**config.mk**
```make
export PLATFORM = sky130hd
export DESIGN_NAME = alu_register_file_execute_unit
export DESIGN_NICKNAME = d
export VERILOG_FILES = /design/src/arfx_pkg.sv /design/src/alu_register_file_execute_unit.sv /design/src/arfx_divider.sv /design/src/arfx_regfile.sv
export SDC_FILE = /design/constraint.sdc
export NUM_CORES = 2
export LEC_CHECK = 0
export BUFFER_PORTS_ARGS = -buffer_cell sky130_fd_sc_hd__buf_2
export CAP_MARGIN = 30
export CORE_UTILIZATION = 40
export CTS_CLUSTER_DIAMETER = 60
export CTS_CLUSTER_SIZE = 24
export DETAILED_ROUTE_END_ITERATION = 10
export PLACE_DENSITY_LB_ADDON = 0.05
export SKIP_LAST_GASP = 1
export SYNTH_ARGS = -nofsm -noshare
export SYNTH_HDL_FRONTEND = slang
export SYNTH_SLANG_ARGS = --single-unit
```
**constraint.sdc**
```tcl
create_clock -name clk -period 9.62 [get_ports clk]
set_input_delay 1.924 -clock clk [delete_from_list [all_inputs] [get_ports clk]]
set_output_delay 1.924 -clock clk [all_outputs]
set_load 0.02 [all_outputs]
```
**src/arfx_pkg.sv**
```systemverilog
// arfx_pkg: shared constants, opcodes and status codes for the register alu execute unit
// no dependencies
package arfx_pkg;

  localparam int REG_COUNT_DEF = 32;
  localparam int DATA_W = 32;
  localparam int IDX_W = 5;

  localparam logic [4:0] OP_HALT = 5'd0;
  localparam logic [4:0] OP_ADD  = 5'd1;
  localparam logic [4:0] OP_SUB  = 5'd2;
  localparam logic [4:0] OP_MUL  = 5'd3;
  localparam logic [4:0] OP_DIV  = 5'd4;
  localparam logic [4:0] OP_AND  = 5'd5;
  localparam logic [4:0] OP_OR   = 5'd6;
  localparam logic [4:0] OP_XOR  = 5'd7;
  localparam logic [4:0] OP_SHL  = 5'd8;
  localparam logic [4:0] OP_SHR  = 5'd9;
  localparam logic [4:0] OP_SLT  = 5'd10;
  localparam logic [4:0] OP_SLE  = 5'd11;
  localparam logic [4:0] OP_SEQ  = 5'd12;

  localparam logic [1:0] ST_OK      = 2'd0;
  localparam logic [1:0] ST_DIVZERO = 2'd1;
  localparam logic [1:0] ST_UNSUP   = 2'd2;
  localparam logic [1:0] ST_IGNORED = 2'd3;

  typedef struct packed {
    logic [IDX_W-1:0]  dest_index;
    logic [DATA_W-1:0] write_value;
    logic              wrote;
    logic              halted;
    logic [1:0]        status;
  } result_t;

  typedef struct packed {
    logic              start;
    logic [DATA_W-1:0] dividend;
    logic [DATA_W-1:0] divisor;
  } div_req_t;

  typedef struct packed {
    logic              done;
    logic [DATA_W-1:0] quotient;
  } div_rsp_t;

endpackage

```
**src/alu_register_file_execute_unit.sv**
```systemverilog
// alu_register_file_execute_unit: top level, sequencer with regfile memory and divider
// depends on arfx_pkg, arfx_regfile, arfx_divider
//
//  channel  dir  fields
//  s_axis   in   tdata[31:0] instruction
//  m_axis   out  tdata: dest_index[4:0] write_value[36:5] wrote[37] halted[38] status[40:39]
//
// an instruction goes through accept, regfile read, execute and write back, then the
// output register; a divide goes through the iterative divider before write back.
// after reset the register file is cleared one entry a cycle, while no instruction
// is accepted. a stalled output holds the next instruction off.
module alu_register_file_execute_unit import arfx_pkg::*; #(
  parameter int REG_COUNT = REG_COUNT_DEF
) (
  input  logic        clk,
  input  logic        rst,
  input  logic        s_axis_tvalid,
  output logic        s_axis_tready,
  input  logic [31:0] s_axis_tdata,   // instruction[31:0]
  output logic        m_axis_tvalid,
  input  logic        m_axis_tready,
  output logic [47:0] m_axis_tdata    // dest_index, write_value, wrote, halted, status, pad
);

  typedef enum logic [2:0] {S_CLEAR, S_IDLE, S_READ, S_EXEC, S_DIV, S_OUT} state_t;

  state_t            state;
  logic [IDX_W-1:0]  clr_idx;
  logic              halt_flag;
  logic [31:0]       ins;
  logic [DATA_W-1:0] rdata_a, rdata_b;
  logic [DATA_W-1:0] a, b;
  logic [DATA_W-1:0] alu_res;
  logic [63:0]       prod;
  logic              we;
  logic [IDX_W-1:0]  waddr;
  logic [DATA_W-1:0] wdata;
  result_t           res;
  div_req_t          dreq;
  div_rsp_t          drsp;

  logic [4:0]  op;
  logic [4:0]  src, dst, bidx;
  logic        immf;
  logic [15:0] opnd;

  assign op   = ins[31:27];
  assign src  = ins[26:22];
  assign immf = ins[21];
  assign opnd = ins[20:5];
  assign dst  = ins[4:0];
  assign bidx = opnd[4:0];

  arfx_regfile #(.REG_COUNT(REG_COUNT)) u_rf (
    .clk(clk), .raddr_a(src), .raddr_b(bidx), .rdata_a(rdata_a), .rdata_b(rdata_b),
    .we(we), .waddr(waddr), .wdata(wdata)
  );

  arfx_divider u_div (.clk(clk), .rst(rst), .req(dreq), .rsp(drsp));

  assign a = (32'(src) < 32'(REG_COUNT)) ? rdata_a : '0;
  assign b = immf ? {16'd0, opnd} : ((32'(bidx) < 32'(REG_COUNT)) ? rdata_b : '0);
  assign prod = 64'(a) * 64'(b);

  always_comb begin
    case (op)
      OP_ADD:  alu_res = a + b;
      OP_SUB:  alu_res = a - b;
      OP_MUL:  alu_res = prod[31:0];
      OP_AND:  alu_res = a & b;
      OP_OR:   alu_res = a | b;
      OP_XOR:  alu_res = a ^ b;
      OP_SHL:  alu_res = (b >= 32'd32) ? '0 : a << b[4:0];
      OP_SHR:  alu_res = (b >= 32'd32) ? '0 : a >> b[4:0];
      OP_SLT:  alu_res = {31'd0, a < b};
      OP_SLE:  alu_res = {31'd0, a <= b};
      default: alu_res = {31'd0, a == b};
    endcase
  end

  logic dst_ok;
  assign dst_ok = 32'(dst) < 32'(REG_COUNT);

  // apart from the clear after reset, only a supported operation before halt writes the register file
  logic exec_ok;
  assign exec_ok = !halt_flag && (op != OP_HALT) && (op <= OP_SEQ);

  always_comb begin
    we = 1'b0;
    waddr = dst;
    wdata = alu_res;
    dreq.start = 1'b0;
    dreq.dividend = a;
    dreq.divisor = b;
    if (state == S_CLEAR) begin
      we = 1'b1;
      waddr = clr_idx;
      wdata = '0;
    end else if (state == S_EXEC && exec_ok) begin
      if (op != OP_DIV) begin
        we = dst_ok;
      end else if (b != '0) begin
        dreq.start = 1'b1;
      end else begin
        we = dst_ok;
        wdata = '1;
      end
    end else if (state == S_DIV && drsp.done) begin
      we = dst_ok;
      wdata = drsp.quotient;
    end
  end

  always_ff @(posedge clk) begin
    if (rst) begin
      state <= S_CLEAR;
      clr_idx <= '0;
      halt_flag <= 1'b0;
      m_axis_tvalid <= 1'b0;
    end else begin
      unique case (state)
        S_CLEAR: begin
          clr_idx <= clr_idx + 5'd1;
          if (32'(clr_idx) == 32'(REG_COUNT - 1)) state <= S_IDLE;
        end
        S_IDLE: begin
          if (s_axis_tvalid) begin
            ins <= s_axis_tdata;
            state <= S_READ;
          end
        end
        S_READ: begin
          state <= S_EXEC;
        end
        S_EXEC: begin
          res.dest_index <= '0;
          res.write_value <= '0;
          res.wrote <= 1'b0;
          res.halted <= halt_flag;
          res.status <= ST_OK;
          state <= S_OUT;
          m_axis_tvalid <= 1'b1;
          if (halt_flag) begin
            res.status <= ST_IGNORED;
          end else if (op == OP_HALT) begin
            halt_flag <= 1'b1;
            res.halted <= 1'b1;
          end else if (op > OP_SEQ) begin
            res.status <= ST_UNSUP;
          end else if (op == OP_DIV && b != '0) begin
            state <= S_DIV;
            m_axis_tvalid <= 1'b0;
          end else begin
            if (op == OP_DIV) res.status <= ST_DIVZERO;
            if (dst_ok) begin
              res.dest_index <= dst;
              res.write_value <= wdata;
              res.wrote <= 1'b1;
            end
          end
        end
        S_DIV: begin
          if (drsp.done) begin
            if (dst_ok) begin
              res.dest_index <= dst;
              res.write_value <= drsp.quotient;
              res.wrote <= 1'b1;
            end
            m_axis_tvalid <= 1'b1;
            state <= S_OUT;
          end
        end
        S_OUT: begin
          if (m_axis_tready) begin
            m_axis_tvalid <= 1'b0;
            state <= S_IDLE;
          end
        end
        default: state <= S_IDLE;
      endcase
    end
  end

  assign s_axis_tready = (state == S_IDLE);
  assign m_axis_tdata = {7'd0, res.status, res.halted, res.wrote, res.write_value,
                         res.dest_index};

endmodule

```
**src/arfx_divider.sv**
```systemverilog
// arfx_divider: radix-2 restoring divider, one quotient bit per cycle
// depends on arfx_pkg
module arfx_divider import arfx_pkg::*; (
  input  logic     clk,
  input  logic     rst,
  input  div_req_t req,
  output div_rsp_t rsp
);

  logic [DATA_W-1:0] rem;
  logic [DATA_W-1:0] quo;
  logic [DATA_W-1:0] dvs;
  logic [5:0]        cnt;
  logic              busy;
  logic              done;
  logic [DATA_W:0]   trial;

  assign trial = {rem, quo[DATA_W-1]} - {1'b0, dvs};

  always_ff @(posedge clk) begin
    if (rst) begin
      busy <= 1'b0;
      done <= 1'b0;
      cnt <= '0;
    end else begin
      done <= 1'b0;
      if (req.start) begin
        busy <= 1'b1;
        rem <= '0;
        quo <= req.dividend;
        dvs <= req.divisor;
        cnt <= 6'(DATA_W);
      end else if (busy) begin
        if (trial[DATA_W]) begin
          rem <= {rem[DATA_W-2:0], quo[DATA_W-1]};
          quo <= {quo[DATA_W-2:0], 1'b0};
        end else begin
          rem <= trial[DATA_W-1:0];
          quo <= {quo[DATA_W-2:0], 1'b1};
        end
        cnt <= cnt - 6'd1;
        if (cnt == 6'd1) begin
          busy <= 1'b0;
          done <= 1'b1;
        end
      end
    end
  end

  assign rsp = {done, quo};

endmodule

```
**src/arfx_regfile.sv**
```systemverilog
// arfx_regfile: register file memory, two registered read ports, one write port
// depends on arfx_pkg
module arfx_regfile import arfx_pkg::*; #(
  parameter int REG_COUNT = REG_COUNT_DEF
) (
  input  logic              clk,
  input  logic [IDX_W-1:0]  raddr_a,
  input  logic [IDX_W-1:0]  raddr_b,
  output logic [DATA_W-1:0] rdata_a,
  output logic [DATA_W-1:0] rdata_b,
  input  logic              we,
  input  logic [IDX_W-1:0]  waddr,
  input  logic [DATA_W-1:0] wdata
);

  logic [DATA_W-1:0] mem [REG_COUNT];

  always_ff @(posedge clk) begin
    if (we) begin
      mem[waddr] <= wdata;
    end
    rdata_a <= mem[raddr_a];
    rdata_b <= mem[raddr_b];
  end

endmodule

```
# Word-level counts from Yosys, hierarchy flattened
# Memories as Yosys holds them, arrays and structs flattened. A register that Yosys moved wholly into a read port is not among the register bits.
# Index checks and enable logic that the tools add are counted.
# word_totals
mem_count	1
regBits	187
out_inout_bits	50
wordCells	142
mem_bits_rw	1024
# classes
n_addsub	5
multipliers	1
magnitude_cmp	5
eq_ne	24
n_shift	2
reduce_logical	22
mux	60
bitwise_logic	5
# mem_list
name	depth	word_bits	rd	rd_ports_with_merged_regs	wr	line_no	text
u_rf.mem	32	32	2	2	1	arfx_regfile.sv:16	logic [DATA_W-1:0] mem [REG_COUNT];
# ops
cell	n
$mux W32	12
$pmux W32 S10	1
$mux W38	4
$pmux W38 S2	1
$mux W39	1
$sub A33 B32 Y33	1
$add A32 B32 Y32	1
$and A32 B32 Y32	1
$eq A32 B32 Y1	1
$ge A32 B6 Y1 const B	1
$le A32 B32 Y1	1
$lt A32 B32 Y1	1
$mul A32 B32 Y32	1
$or A32 B32 Y32	1
$reduce_bool A32 Y1	1
$shl A32 B5 Y32	1
$shr A32 B5 Y32	1
$sub A32 B32 Y32	1
$xor A32 B32 Y32	1
$mux W1	30
$eq A5 B3 Y1 const B	4
$eq A5 B4 Y1 const B	4
$pmux W3 S6	1
$mux W3	4
other kinds (31)	48

# Longest topological paths before layout
# logic_depth
word_depth	13
depth_mapped	33

# Modules after synthesis
# A second synthesis with hierarchy kept.
# hier_totals
cells_unflattened	7330
area_unflattened_um2	83446.3
# modules_own_cells
mod	n_inst	area_per_inst_um2	cells_per_inst
arfx_regfile	1	50040.5	3450
alu_register_file_execute_unit	1	27584.0	3383
arfx_divider	1	5821.8	497

# Worst setup path before layout
# OpenSTA, ideal clock, no wires.
# synth_path
path_kind	reg-to-reg
from	register ins[21]
to	memory u_rf.mem[0][31] (data pin)
arrival_ns	8.787
slack_ns	0.482
synth_period_minus_slack_ns	9.138
stages_incl_launch_ff	31
path_cell_list	edfxtp_1 -> buf_4 -> mux2i_1 -> clkbuf_1 -> buf_2 -> clkbuf_1 -> clkbuf_1 -> nor2_1 -> fa_1 -> inv_1 -> fa_1 -> fa_1 -> fa_1 -> inv_1 -> fa_1 -> inv_1 -> fa_1 -> inv_1 -> fa_1 -> fa_1 -> ha_1 -> clkbuf_1 -> nand4_1 -> inv_1 -> a41oi_1 -> o21bai_1 -> a31oi_1 -> o21ai_0 -> xnor2_1 -> a211oi_2 -> nor2_1
# synth_between
elab_chain_len	8
word_cells_on_any_way	19
classes_between	add/sub (2); mul (1); order compare (1); shift (2); mux (9); bitwise (3); reduce/logical (1)
# synth_rtl
element	line_no	text
start: declaration	alu_register_file_execute_unit.sv:30	logic [31:0] ins;
start signal: assignment	alu_register_file_execute_unit.sv:128	ins <= s_axis_tdata;
$mux W32 (*)	alu_register_file_execute_unit.sv:62	assign b = immf ? {16'd0, opnd} : ((32'(bidx) < 32'(REG_COUNT)) ? rdata_b : '0);
parallel branches: the longest is 5 deep, another holds $mul A32 B32 Y32	n/a	
$mux W32 (*)	alu_register_file_execute_unit.sv:99	end else if (state == S_EXEC && exec_ok) begin
$mux W32 (*)	alu_register_file_execute_unit.sv:95	if (state == S_CLEAR) begin
via u_rf.wdata[31]	arfx_regfile.sv:13	input logic [DATA_W-1:0] wdata
end: declaration	arfx_regfile.sv:16	
# Mark *: on every way through the listed nets, which the timed path passes.

# Final worst setup path
# layout_path
from	register ins[21]
to	memory u_rf.mem[20][27] (data pin)
# The elaborated chain is that of the path after synthesis.

==> run summary <==
PLACEMENT
----------------------------------------------------------------------------------------------------
Post-detailed-placement half-perimeter wirelength ..................................... 214000 microns
Final weighted congestion in routability-driven placement .............................        0.967
Buffers on Ports ......................................................................           78

SYNTHESIS
----------------------------------------------------------------------------------------------------
Proportion of synthesized chip area in sequential cells ...............................        0.464
Flop and latch count out of synthesis .................................................         1275
Post-synthesis instance area ..........................................................  80800 sq um
Number of standard cells after synthesis ..............................................         5907
Cell taking the most area after synthesis .............................................     edfxtp_1
Area share of the leading cell type in the synthesized netlist ........................        0.443
Top_reg_cell synth ....................................................................     edfxtp_1
Number of warnings printed during yosys synthesis .....................................            0
Post-synth EDFFs ......................................................................         1193
Async SR Flop Fraction ................................................................            0
Most area-consuming cells after synthesis ............................................. edfxtp_1 44%, mux4_2 18%, fa_1 10%, ha_1 4.0%, nor2_1 2.8%
Count of different cell masters after synthesis .......................................           83
Mean instance size in the synthesized netlist .........................................   13.7 sq um

CTS
----------------------------------------------------------------------------------------------------
Number of H-tree levels ...............................................................            3
Hold-fix buffers, CTS .................................................................            0
Resized Gates After CTS ...............................................................            0
Clk_lat worst skew ....................................................................      0.84 ns
Total setup buffers inserted after CTS ................................................            0
Total clock buffers created by CTS ....................................................          117
Clock-pin slew reported for the worst setup and hold paths after clock tree synthesis .      0.07 ns
Library cell used as clock root buffer ................................................    clkbuf_16
Number of buffers on the longest clock path ...........................................            3
Sink count of the clock tree ..........................................................         1275
Clock tree from TritonCTS .............................................................         done

STA
----------------------------------------------------------------------------------------------------
Highest clock frequency the design can meet ...........................................      108 MHz
Min cycle time layout .................................................................      9.27 ns
Final setup skew ......................................................................    0.0841 ns
# setup viols final ...................................................................            0
Transition time at the pin with the least slew margin .................................      1.18 ns
Max Transition Viols Final ............................................................            0
Worst-case headroom to the max-slew limit .............................................        0.216
Final cycle utilization of the critical path ..........................................        0.964
Worst Hold Margin .....................................................................     0.510 ns
TNS Setup .............................................................................         0 ns
Count of endpoints failing hold in the final timing report ............................            0
Setup repair after global routing missed its margin ...................................        false

SETUP PATH
----------------------------------------------------------------------------------------------------
Top fanout value on the critical path .................................................           32
Most frequent cell on the critical path ...............................................         fa_1
Endpoint class of the critical path ...................................................         flop
Kind of critical path ................................................................. flop to flop
Cell with the biggest individual delay on the critical path ...........................      o211a_1
Startpoint types ......................................................................         flop
Biggest cell delay along the critical path ............................................      0.81 ns
Data required time at the worst endpoint ..............................................     10.09 ns
Number of cell instances on the worst register-to-register path .......................           26
Arrival time reported for the critical path endpoint ..................................      9.74 ns

DRT
----------------------------------------------------------------------------------------------------
DR vias/cell ..........................................................................         6.17
Total Wirelength ...................................................................... 318000 microns
Via Count .............................................................................        53914
DR DRC count ..........................................................................            0
Initial DRT Pass Iterations ...........................................................            5
Detail-routed net length per standard cell ............................................ 36.3 microns
Initial drt markers ...................................................................         5537
Remaining antenna violation count after routing .......................................            0

GRT
----------------------------------------------------------------------------------------------------
Number of global-route vias before repair .............................................        55255
Global route total overflow ...........................................................            0
Pin count of the biggest net entering global routing ..................................          134
Total GRT Usage .......................................................................        0.312
Number of antenna violations at the first check in global routing .....................           20
Global-route wire length before repair ................................................ 442000 microns

POWER AND IR DROP
----------------------------------------------------------------------------------------------------
Maximum vdd drop ......................................................................     0.160 mV
Total leakage power ...................................................................      31.5 nW
Pwr per Cell Area .....................................................................  138 nW/um^2

FINISH
----------------------------------------------------------------------------------------------------
Highest-count cells in the layout ignoring fill and taps .............................. 1193 x edfxtp_1, 643 x mux4_2, 539 x nor2_1
Area growth, synth to finish ..........................................................        11.5%
Final layout net count ................................................................         6678
Layout cells sized above 1 ............................................................        0.231
Core utilization of the finished layout ...............................................        0.450
Fill cell count .......................................................................        18176
Most common cell after layout, fill and taps aside ....................................     edfxtp_1

FLOORPLANNING
----------------------------------------------------------------------------------------------------
Horiz. Die Dim ........................................................................  451 microns
Die Height ............................................................................  451 microns
Core region area ...................................................................... 200000 sq um
Starting density of the core ..........................................................        0.403
Die area .............................................................................. 204000 sq um
IO Count ..............................................................................           86
FP Rows ...............................................................................          164

HOLD PATH
----------------------------------------------------------------------------------------------------
Path type of the worst min-delay path ................................................. flop to flop
Instance count along the most critical hold path ......................................            2

OUTCOME
----------------------------------------------------------------------------------------------------
Result of the run ..................................................................... finished, final reports clean

RUN
----------------------------------------------------------------------------------------------------
Maximum capacitance violations ........................................................            0

sequential cells by signal, indices dropped and copies added, names as in the netlist:
name           count
u_div.rem         32
m_axis_tdata      41
clr_idx            5
u_div.dvs         32
u_div.quo         32
ins               32
u_div.busy         1
halt_flag          1
state              3
u_rf.mem        1024
u_div.cnt          6
u_rf.rdata_b      32
u_rf.rdata_a      32
u_div.done         1
m_axis_tvalid      1
synth_stat cells, types with 44 or more instances:
master    instances
a21oi_1         194
buf_1            80
clkbuf_1        278
dfxtp_1          82
edfxtp_1       1193
fa_1            411
ha_1            256
inv_1           492
mux2_2           94
mux2i_1         129
mux4_2          643
nand2_1         413
nand3_1          44
nor2_1          593
nor3_1           56
o21ai_0         206
xnor2_1          97
worst max-delay path, delay by kind of cell (launching register included):
family	cells	cell delay (ns)
adders and majority gates	9	3.72
muxes	1	0.53
DFF	1	0.44
buffers and inverters	4	0.67
and+or+nand+nor	3	0.63
xor gates and xnor gates	1	0.23
AOI/OAI and AO/OA	8	2.65
cell families (layout without fill, tap and decap cells):
kind of cell / count (synthesis) / after routing / synth area share
AO/OA/AOI/OAI: 773 / 773 / 0.0616
XOR/XNOR: 125 / 125 / 0.0135
adder cells (fa/ha/maj): 668 / 668 / 0.142
buffers and inverters: 910 / 1074 / 0.0433
flip-flops: 1275 / 1275 / 0.464
multiplexers: 871 / 871 / 0.209
other: 1 / 15 / 0.0000464
AND/OR/NAND/NOR: 1284 / 1284 / 0.0670
metal layers:
layer | vias up | track usage | routed length (microns)
met1 | 28974 | 0.411 | 129000
met2 | 2164 | 0.514 | 153000
li1 | 22143 | - | -
met4 | 4 | 0.150 | 18300
met3 | 629 | 0.0373 | 17100
met5 | - | 0 | 20
report_power, final:
part	switching (W)	total (W)	internal (W)
clock	0.00252	0.00522	0.00269
sequential	0.0000291	0.00606	0.00604
combinational	0.000736	0.00114	0.000402
cell type report:
class / count / area [sq um] / share of cell area
Clock inverter: 99 / 1330 / 0.0148
Inverter: 511 / 1920 / 0.0213
Clock buffer: 122 / 2950 / 0.0327
Antenna cell: 8 / 20.0 / 0.000222
Timing Repair Buffer: 342 / 2680 / 0.0298
Tap cell: 2656 / 3320 / 0.0369
Sequential cell: 1275 / 37500 / 0.416
Multi-Input combinational cell: 3728 / 40400 / 0.448
metrics by stage:
stage	area [sq um]	cells	setup slack, ns	total power, W
floorplan	80800	5913	0.482	0.00686
finish	90100	8741	0.347	0.0124
CTS	90000	8731	0.423	0.0125
global route	90100	8735	0.00852	0.0128
detailed placement	85700	8510	0.430	0.00731
global placement	85500	8499	0.561	0.00732
final timing paths:
path         startpoint               end  slack [ns]
max             ins[21]  u_rf.mem[20][27]        0.35
min reg2reg  clr_idx[1]        clr_idx[1]        0.51
min          clr_idx[1]        clr_idx[1]        0.51
max reg2reg     ins[21]  u_rf.mem[20][27]        0.35
Power figures use the tool's default switching activity.
